File: src/rtl/core/gps_pkg.sv
// ----------------------------------------------------------------------------
// gps_pkg
// Types, constants and the constant log2 helper for the polar sampler.
// ----------------------------------------------------------------------------
`timescale 1ns / 1ps
`default_nettype none

package gps_pkg;

  localparam int UNIFORM_BITS     = 16;
  localparam int SAMPLE_FRAC_BITS = 12;
  // (c * L) keeps bits from this position on
  localparam int PROD_SHIFT       = 56 - 2 * SAMPLE_FRAC_BITS;

  localparam logic [UNIFORM_BITS-1:0] U_MAX = '1;
  // M^2, first rejected value of N
  localparam logic [32:0] M_SQ = 33'h0_FFFE_0001;
  // 2 ln 2 in Q.30
  localparam logic [30:0] TWO_LN2_Q30 = 31'd1488522236;
  localparam logic [14:0] TRUNC_LIMIT_RST = 15'd12288;

  typedef enum logic [0:0] {
    REG_TRUNC_ENABLE = 1'b0,
    REG_TRUNC_LIMIT  = 1'b1
  } cfg_reg_t;

  typedef struct packed {
    logic [15:0] sample;
    logic        second_of_pair;
    logic        last;
  } result_t;

  // log2 in Q.30 by repeated squaring of the Q1.31 mantissa
  function automatic logic [34:0] log2_q30_f(input logic [31:0] x);
    logic [4:0]  k;
    logic [63:0] m;
    logic [29:0] frac;
    k = '0;
    for (int b = 0; b < 32; b++) begin
      if (x[b]) k = 5'(b);
    end
    m    = {32'd0, x} << (5'd31 - k);
    frac = '0;
    for (int i = 29; i >= 0; i--) begin
      m = (m * m) >> 31;
      if (m[32]) begin
        m       = m >> 1;
        frac[i] = 1'b1;
      end
    end
    return {k, frac};
  endfunction

  // log2(M) in Q.30
  localparam logic [34:0] LOG2_M = log2_q30_f(32'(U_MAX));

endpackage

`default_nettype wire

File: src/rtl/core/gps_sqrt_pipe.sv
// ----------------------------------------------------------------------------
// gps_sqrt_pipe
// Floor square root of a 32-bit word, two result bits per stage.
// ----------------------------------------------------------------------------
`timescale 1ns / 1ps
`default_nettype none

module gps_sqrt_pipe
  import gps_pkg::*;
(
  input  wire logic        clk,
  input  wire logic        adv,
  input  wire logic [31:0] v,
  output logic      [15:0] root
);

  localparam int NST = 8;

  logic [17:0] rem_s [1:NST];
  logic [15:0] rt_s  [1:NST];
  logic [31:0] vr_s  [1:NST];

  // one restoring step: {remainder, root}
  function automatic logic [33:0] sq_step(input logic [17:0] r, input logic [15:0] q,
                                          input logic [1:0] d);
    logic [19:0] rr;
    logic [19:0] tr;
    logic [19:0] rn;
    logic [15:0] qn;
    rr = {r, d};
    tr = {2'b00, q, 2'b01};
    if (rr >= tr) begin
      rn = rr - tr;
      qn = {q[14:0], 1'b1};
    end else begin
      rn = rr;
      qn = {q[14:0], 1'b0};
    end
    return {rn[17:0], qn};
  endfunction

  for (genvar s = 1; s <= NST; s++) begin : g_st
    logic [17:0] pr;
    logic [15:0] pq;
    logic [31:0] pv;
    logic [33:0] a;
    logic [33:0] b;
    if (s == 1) begin : g_first
      assign pr = '0;
      assign pq = '0;
      assign pv = v;
    end else begin : g_next
      assign pr = rem_s[s-1];
      assign pq = rt_s[s-1];
      assign pv = vr_s[s-1];
    end
    assign a = sq_step(pr, pq, pv[31:30]);
    assign b = sq_step(a[33:16], a[15:0], pv[29:28]);
    always_ff @(posedge clk) begin
      if (adv) begin
        rem_s[s] <= b[33:16];
        rt_s[s]  <= b[15:0];
        vr_s[s]  <= {pv[27:0], 4'd0};
      end
    end
  end

  assign root = rt_s[NST];

endmodule

`default_nettype wire

File: config.mk
export PLATFORM = sky130hd
export DESIGN_NAME = gps_sqrt_pipe
export DESIGN_NICKNAME = d
export VERILOG_FILES = /design/src/rtl/core/gps_pkg.sv /design/src/rtl/core/gps_sqrt_pipe.sv
export SDC_FILE = /design/constraint.sdc
export NUM_CORES = 1
export LEC_CHECK = 0
export BUFFER_PORTS_ARGS = -buffer_cell sky130_fd_sc_hd__buf_2
export CAP_MARGIN = 20
export CELL_PAD_IN_SITES_DETAIL_PLACEMENT = 1
export CELL_PAD_IN_SITES_GLOBAL_PLACEMENT = 1
export CORE_MARGIN = 2
export CORE_UTILIZATION = 44
export DETAILED_ROUTE_END_ITERATION = 8
export PLACE_DENSITY = 0.72
export SETUP_SLACK_MARGIN = 0.1
export SYNTH_ARGS = -nofsm -noshare
export SYNTH_HDL_FRONTEND = slang
export SYNTH_SLANG_ARGS = --single-unit
File: constraint.sdc
create_clock -name clk -period 6.1 [get_ports clk]
set_input_delay 0.915 -clock clk [delete_from_list [all_inputs] [get_ports clk]]
set_output_delay 0.915 -clock clk [all_outputs]
set_load 0.05 [all_outputs]
== Yosys cells after proc, flatten, opt, wreduce, memory -nomap -nowiden ==
Memory sizes are Yosys's and may differ from the RTL's.
Index checks and enable logic that the tools add are counted.

* Output and inout port bits: 16
* RAM bits: 496
* Flip-flop bits (word level): 0
* Memories kept: 3
* Input port bits: 34
* Word-level logic and storage cells: 69

{| class="wikitable"
|+ Memory list
! name !! words !! bits a word !! rd ports !! clocked after memory_dff !! wr ports !! line !! source
|-
| vr_s || 8 || 28 || 7 || 0 || 8 || gps_sqrt_pipe.sv:21 || <nowiki>logic [31:0] vr_s [1:NST];</nowiki>
|-
| rem_s || 8 || 18 || 7 || 0 || 8 || gps_sqrt_pipe.sv:19 || <nowiki>logic [17:0] rem_s [1:NST];</nowiki>
|-
| rt_s || 8 || 16 || 8 || 0 || 8 || gps_sqrt_pipe.sv:20 || <nowiki>logic [15:0] rt_s [1:NST];</nowiki>
|}

* Muxes and demuxes: 34
* $lt $le $gt $ge: 16
* $add $sub $neg: 16

{| class="wikitable"
|+ Operators with widths
! kind !! count
|-
| $mux W18 || 16
|-
| $ge A20 B18 Y1 || 14
|-
| $sub A18 B18 Y18 || 14
|-
| $ge A20 B3 Y1 || 1
|-
| $mux W1 || 18
|-
| $sub A18 B3 Y18 || 1
|-
| $sub A2 B1 Y3 const B || 1
|-
| $ge A2 B1 Y1 const B || 1
|}

== Longest topological paths before layout ==
Gate-level depths: netlist (run 1).
An unclocked memory read counts as a cell.

* Word-level depth: 5
* Mapped depth: 25
* Gate-level depth less buffers: 23

== Worst setup path before layout (run 1) ==
Ideal clock, no wire load.

* Path type: reg-to-reg
* From: reg, netlist name rem_s[0][96]
* To: reg, netlist name rem_s[0][123]
* Required time: 5844 ps
* Library setup time: 256 ps
* Stages on the path, launching flop included: 23
* Period minus slack after synthesis: 4920 ps
* Path buffers: 4
* Arrival time: 4664 ps
* Setup slack: 1180 ps
* Cells stage by stage: edfxtp_1 -> ha_1 -> clkbuf_1 -> nand4_1 -> nor3_1 -> a211oi_2 -> nand2b_1 -> nand2b_1 -> clkbuf_1 -> clkbuf_1 -> a21oi_1 -> ha_1 -> a21o_1 -> a21o_1 -> a21oi_1 -> o21ba_2 -> and3_1 -> nand3_1 -> and2_1 -> nor4_2 -> inv_1 -> buf_2 -> a31o_2

==> results of run 1 <==
cells by family (layout without fill, tap and decap cells):
family,after synthesis,after routing,synth area share
multiplexers,26,26,0.01506
AND/OR/NAND/NOR,568,568,0.1496
adder cells (fa/ha/maj),149,149,0.09883
buffers and inverters,169,262,0.03409
AO/OA/AOI/OAI,427,427,0.1463
XOR/XNOR,162,162,0.07522
other,1,3,0.0001988
flip-flops,302,302,0.4808
registers in the layout, summed over array words and instances, names as in the netlist:
name	flops
vr_s	112
rem_s	118
rt_s	72
worst min path at each step:
stage	from	to	cells past startpoint
2_1_floorplan	vr_s[0][68]	vr_s[0][100]	0
3_3_place_gp	vr_s[0][124]	vr_s[0][156]	0
3_5_place_dp	vr_s[0][47]	vr_s[0][79]	0
4_1_cts	vr_s[0][38]	vr_s[0][70]	0
5_1_grt	vr_s[0][43]	vr_s[0][75]	0
6_report	vr_s[0][38]	vr_s[0][70]	0
power by group:
| group | switching (mW) | internal [mW] |
|---|---|---|
| logic | 1.59 | 1.16 |
| registers | 0.246 | 2.73 |
| clock network | 0.874 | 1.41 |
| total | 2.71 | 5.31 |
stage by stage:
stage,setup WS (ns),utilization,hold slack (ns)
2_1_floorplan,1.180,-,0.4003
3_3_place_gp,0.3082,0.4700,0.4006
3_5_place_dp,0.2037,0.4700,0.4051
4_1_cts,0.3398,0.5000,0.4114
5_1_grt,0.06987,0.5002,0.4224
6_report,0.6191,0.5003,0.4144
per-layer routing:
metal  up-vias  GRT usage  wire, um
met4         0    0.06047       851
met5         -          0         0
met2       184     0.3622     22510
met3        55    0.02691      1449
met1      6716     0.2771     21370
li1       6810          -         -
layout make-up:
cell class | instances | share of cell area
sequential | 302 | 0.4303
tap | 539 | 0.03200
inverter | 136 | 0.02422
clock inverter | 23 | 0.01561
antenna | 1 | 0.0001187
timing repair buffer | 64 | 0.01864
clock buffer | 39 | 0.04428
multi-input combinational | 1334 | 0.4349
critical path: stages, from the launching register on:
cell and delay, ns:
edfxtp_1 0.36, inv_1 0.09, ha_1 0.39, nand4_1 0.22, nor3_1 0.42, a211oi_2 0.15, nand2b_1 0.15, nand2b_1 0.31
buf_4 0.26, nor2_1 0.06, nor2_1 0.15, ha_1 0.31, a21o_1 0.22, a21o_1 0.19, a21oi_1 0.24, and3_1 0.19
nand3_1 0.06, and2_1 0.20, nor4_2 0.45, inv_1 0.42, mux2_2 0.38
cell usage in the layout (no fill, tap or decap), types with 6 or more instances in the layout:
| master | count |
|---|---|
| bufinv_16 | 7 |
| o21ai_0 | 90 |
| o211ai_1 | 12 |
| xnor2_1 | 97 |
| o21bai_1 | 6 |
| nor2b_1 | 19 |
| xor2_1 | 65 |
| nor3b_1 | 7 |
| a21o_1 | 46 |
| or4_1 | 9 |
| nor4_1 | 22 |
| ha_1 | 149 |
| nand2b_1 | 19 |
| nand2_1 | 143 |
| buf_4 | 13 |
| nor3_1 | 49 |
| edfxtp_1 | 302 |
| inv_1 | 131 |
| mux2_2 | 15 |
| and3_1 | 13 |
| buf_2 | 48 |
| o31ai_1 | 14 |
| nand3_1 | 44 |
| a31oi_1 | 16 |
| or2_2 | 13 |
| nor2_1 | 151 |
| clkbuf_16 | 37 |
| or3_1 | 12 |
| mux2i_1 | 10 |
| a211oi_1 | 11 |
| nand4_1 | 25 |
| o21a_1 | 25 |
| and2_1 | 11 |
| a21oi_1 | 128 |
repair_timing:
item                       CTS  global route
setup endpoints to repair    1             4
buffers inserted             0             0
cloned                       0             0
pin swaps                    0             0
gates resized for setup      1             3
==> impl_metrics.json, run 1 <==
{
  "run_status": "complete, no violations",
  "cts_sinks": 302,
  "total_power_mw": 8.017,
  "ctsHtreeMaxLevel": 2,
  "path_class": "reg -> reg",
  "place_area_um2": 19800,
  "netlist.area_leader.share": 0.4808,
  "final_nets": 2058,
  "pin_count": 50,
  "irDropWorstVdd_v": 0.0002579,
  "timing.fmax_ghz": 0.1825,
  "syn2layout_area_growth_pct": 11.74,
  "critPathLaunchType": "register",
  "ys_ff_latch": 302,
  "startpoint": "rt_s[0][89]",
  "dp_hpwl_um": 35380,
  "gp_congestion": 0.8827,
  "instances_no_fill": 2438,
  "r2r_cells": 20,
  "syn_avg_cell_area_um2": 10.46,
  "hp-class": "reg -> reg",
  "layout_min_cycle_time_ns": 5.481,
  "via_per_inst": 5.646,
  "cts_hold_buf": 0,
  "numCtsBuffers": 37,
  "cts.clk_slew.worst_paths_ns": 0.06,
  "synthTopCellsByCount": "edfxtp_1 (302), nor2_1 (151), ha_1 (149)",
  "multiInputGateArea_um2": 9166,
  "die-area_um2": 44540,
  "grt_max_degree": 136,
  "cts_tree": "done",
  "die_h_um": 211.1,
  "slew_headroom": 0.4660,
  "synth_cell_types": 87,
  "numPlacedInstances": 2375,
  "grt_setup_unrepaired": "true",
  "dr.pass1.iters": 5,
  "end_kind": "register",
  "antenna_found_initial": 0,
  "tightest_slew_ns": 0.8011,
  "regArea_um2": 9069,
  "die_w_um": 211.1,
  "clock_path_buffers": 3,
  "routedWlPerCell_um": 18.94,
  "fin_area_um2": 21080,
  "asyncSetResetFlopFracSynth": 0,
  "synth_area_leaders": "edfxtp_1 (48%), ha_1 (9.9%), xnor2_1 (4.5%)",
  "reg2reg_from": "rt_s[0][89]",
  "drt-initial-drc-count": 700,
  "cp_max_fo": 22,
  "finalMaxSlewViolations": 0,
  "ys.flop_type": "edfxtp_1",
  "synth_top_area_cell": "edfxtp_1",
  "syn_area_um2": 18860,
  "fillCellCount": 4618,
  "overflow": 0,
  "setup_violations": 0,
  "io_buffers": 49,
  "cts_root_buffer": "clkbuf_16",
  "yosysMostFrequentCell": "edfxtp_1",
  "ys_warn_count": 0,
  "p_leak_nw": 8.386,
  "std_cell_rows": 75,
  "drive_gt1_frac": 0.09326,
  "synth_cells": 1804,
  "r2r_end": "rem_s[0][120]",
  "clock_latency_ns": 0.56,
  "coreArea_um2": 42130,
  "cp.required_ns": 6.40,
  "grt_pass1_wl_um": 74660,
  "setup.worst_path.end": "rem_s[0][120]",
  "track_usage": 0.2100,
  "vias": 13770,
  "ant_nets": 0,
  "skew_ns": 0.02257,
  "grt_pass1_vias": 14480,
  "powerDensity_nw_per_um2": 380.4,
  "max_cap_viol_count": 0,
  "setup_tns_ns": 0,
  "hold_viol_final": 0,
  "r2r_setup_slack_ns": 0.62,
  "synth_edf_count": 302,
  "arrival_ns": 5.78,
  "fin_crit_sh": 0.8985,
  "drt_wl_total_um": 46170,
  "yosysSeqAreaShare": 0.4808,
  "start_util": 0.4477,
  "drc_errors": 0
}
Note: power is estimated with default switching activity, not from simulation.
==> run 2, diff against run 1 <==
--- a/config.mk
+++ b/config.mk
@@ -7,12 +7,10 @@
 export LEC_CHECK = 0
 export BUFFER_PORTS_ARGS = -buffer_cell sky130_fd_sc_hd__buf_2
 export CAP_MARGIN = 20
-export CELL_PAD_IN_SITES_DETAIL_PLACEMENT = 1
-export CELL_PAD_IN_SITES_GLOBAL_PLACEMENT = 1
 export CORE_MARGIN = 2
 export CORE_UTILIZATION = 44
 export DETAILED_ROUTE_END_ITERATION = 8
-export PLACE_DENSITY = 0.72
+export PLACE_DENSITY = 0.61
 export SETUP_SLACK_MARGIN = 0.1
 export SYNTH_ARGS = -nofsm -noshare
 export SYNTH_HDL_FRONTEND = slang
==> run 2 against run 1 <==
Clock-buffer cell count unchanged. Clock power fell by 4%. Worst setup slack got worse by 0.019 ns. Combinational power decreased by 2%. Sequential cell count unchanged. Final cell count is 0.33% higher. Critical path depth is 1 lower. Non-clock buffer count increased by 7. Critical path type unchanged.
==> impl_metrics.json, run 2 (synthesized netlist as in run 1, its figures left out) <==
{
  "grt_pass1_wl_um": 67400,
  "largest_register": "rem_s",
  "drt_wl_total_um": 42230,
  "final_common_cell": "edfxtp_1",
  "pin_count": 50,
  "postCtsSetupRepairBufs": 0,
  "layout_min_cycle_time_ns": 5.500,
  "coreArea_um2": 42130,
  "cts_sinks": 302,
  "overflow": 0,
  "critPathTopFamily": "simple AND/OR/NAND/NOR gates",
  "n_antenna_cell": 0,
  "timing.fmax_ghz": 0.1818,
  "dr.pass1.iters": 5,
  "tightest_slew_ns": 0.9203,
  "antenna_found_initial": 0,
  "finalMaxSlewViolations": 0,
  "gp_congestion": 0.8738,
  "ant_nets": 0,
  "cp.required_ns": 6.40,
  "max_stage_delay_ns": 0.45,
  "drive_gt1_frac": 0.09544,
  "numCtsBuffers": 37,
  "die_w_um": 211.1,
  "die-area_um2": 44540,
  "hp-class": "reg -> reg",
  "slew_headroom": 0.3865,
  "setup_violations": 0,
  "critPathSlowestCell": "nor4_2",
  "clock_latency_ns": 0.55,
  "max_cap_viol_count": 0,
  "vias": 13690,
  "irDropWorstVdd_v": 0.0002322,
  "fin_crit_sh": 0.9016,
  "drt-initial-drc-count": 949,
  "drc_errors": 0,
  "largestRegisters": "rem_s x118, vr_s x112, rt_s x72",
  "die_h_um": 211.1,
  "final_nets": 2065,
  "arrival_ns": 5.80,
  "largest_register_ffs": 118,
  "powerDensity_nw_per_um2": 373.5,
  "cp_num_buf_inv": 2,
  "path_cells": "ha_1, a21o_1, a21o_1, a211oi_2, nand2b_1, nand2b_1, inv_1, nor2_1, nor2_1, ha_1, a21o_1, a21o_1, a21oi_1, and3_1, nand3_1, and2_1, nor4_2, inv_1, mux2_2",
  "critPathLaunchType": "register",
  "setup_tns_ns": 0,
  "skew_ns": 0.02325,
  "grt_pass1_vias": 12910,
  "path_class": "reg -> reg",
  "ctsHtreeMaxLevel": 2,
  "p_leak_nw": 8.401,
  "cts.clk_slew.worst_paths_ns": 0.06,
  "grt_setup_unrepaired": "false",
  "track_usage": 0.1904,
  "cp_max_fo": 22,
  "dp_hpwl_um": 32180,
  "via_per_inst": 5.595,
  "cts_root_buffer": "clkbuf_16",
  "run_status": "complete, no violations",
  "crit_top_cell": "a21o_1",
  "layout_common_cells": "edfxtp_1 (302), nor2_1 (151), ha_1 (149), nand2_1 (143), inv_1 (131)",
  "routedWlPerCell_um": 17.27,
  "syn2layout_area_growth_pct": 11.62,
  "instances_no_fill": 2446,
  "clock_path_buffers": 3,
  "io_buffers": 49,
  "start_util": 0.4477,
  "numPlacedInstances": 2382,
  "end_kind": "register",
  "hold_viol_final": 0,
  "std_cell_rows": 75,
  "grt_max_degree": 117,
  "cts_tree": "done"
}
[run 2: worst paths after layout]
kind / start / endpoint / slack [ns] / cells past startpoint
max: rem_s[0][97] / rem_s[0][117] / 0.60 / 19
min: vr_s[0][161] / vr_s[0][193] / 0.41 / 0
max reg2reg: rem_s[0][97] / rem_s[0][117] / 0.60 / 19
min reg2reg: vr_s[0][161] / vr_s[0][193] / 0.41 / 0
[run 2: metal layers]
| metal | wire [um] | track usage |
|---|---|---|
| met5 | 0 | 0 |
| met3 | 1802 | 0.02409 |
| met4 | 1141 | 0.06605 |
| met1 | 19860 | 0.2628 |
| met2 | 19430 | 0.3098 |
[run 2: layout make-up]
type	instances	area, um2
flip-flops and latches	302	9069
fillers	3800	21080
well taps	539	674.4
multi-input cells	1334	9164
clock buffers	39	933.4
clock inverters	25	271.5
repair buffers	71	432.9
inverters	136	510.5
[run 2: repair_timing]
action,CTS,global route
setup endpoints to repair,0,5
hold buffers,0,0
resized for setup,0,3
[run 2: metrics by stage]
| step | area (um2) | power, mW | hold WS, ns | setup WS, ns | utilization |
|---|---|---|---|---|---|
| after global placement | 19840 | 5.642 | 0.4012 | 0.3587 | 0.4709 |
| after CTS | 21050 | 7.920 | 0.4140 | 0.3311 | 0.4995 |
| final | 21060 | 7.864 | 0.4133 | 0.6002 | 0.4997 |
| after floorplan | 18870 | 4.991 | 0.4003 | 1.180 | - |
| after detailed placement | 19840 | 5.685 | 0.4045 | 0.3424 | 0.4709 |
| after global routing | 21060 | 8.364 | 0.4231 | 0.1653 | 0.4997 |
[run 2: report_power, final]
| part | internal, mW | total, mW | leakage (nW) | switching, mW |
|---|---|---|---|---|
| registers | 2.73 | 2.96 | 2.89 | 0.234 |
| clock network | 1.32 | 2.19 | 0.588 | 0.869 |
| logic | 1.16 | 2.71 | 4.93 | 1.55 |
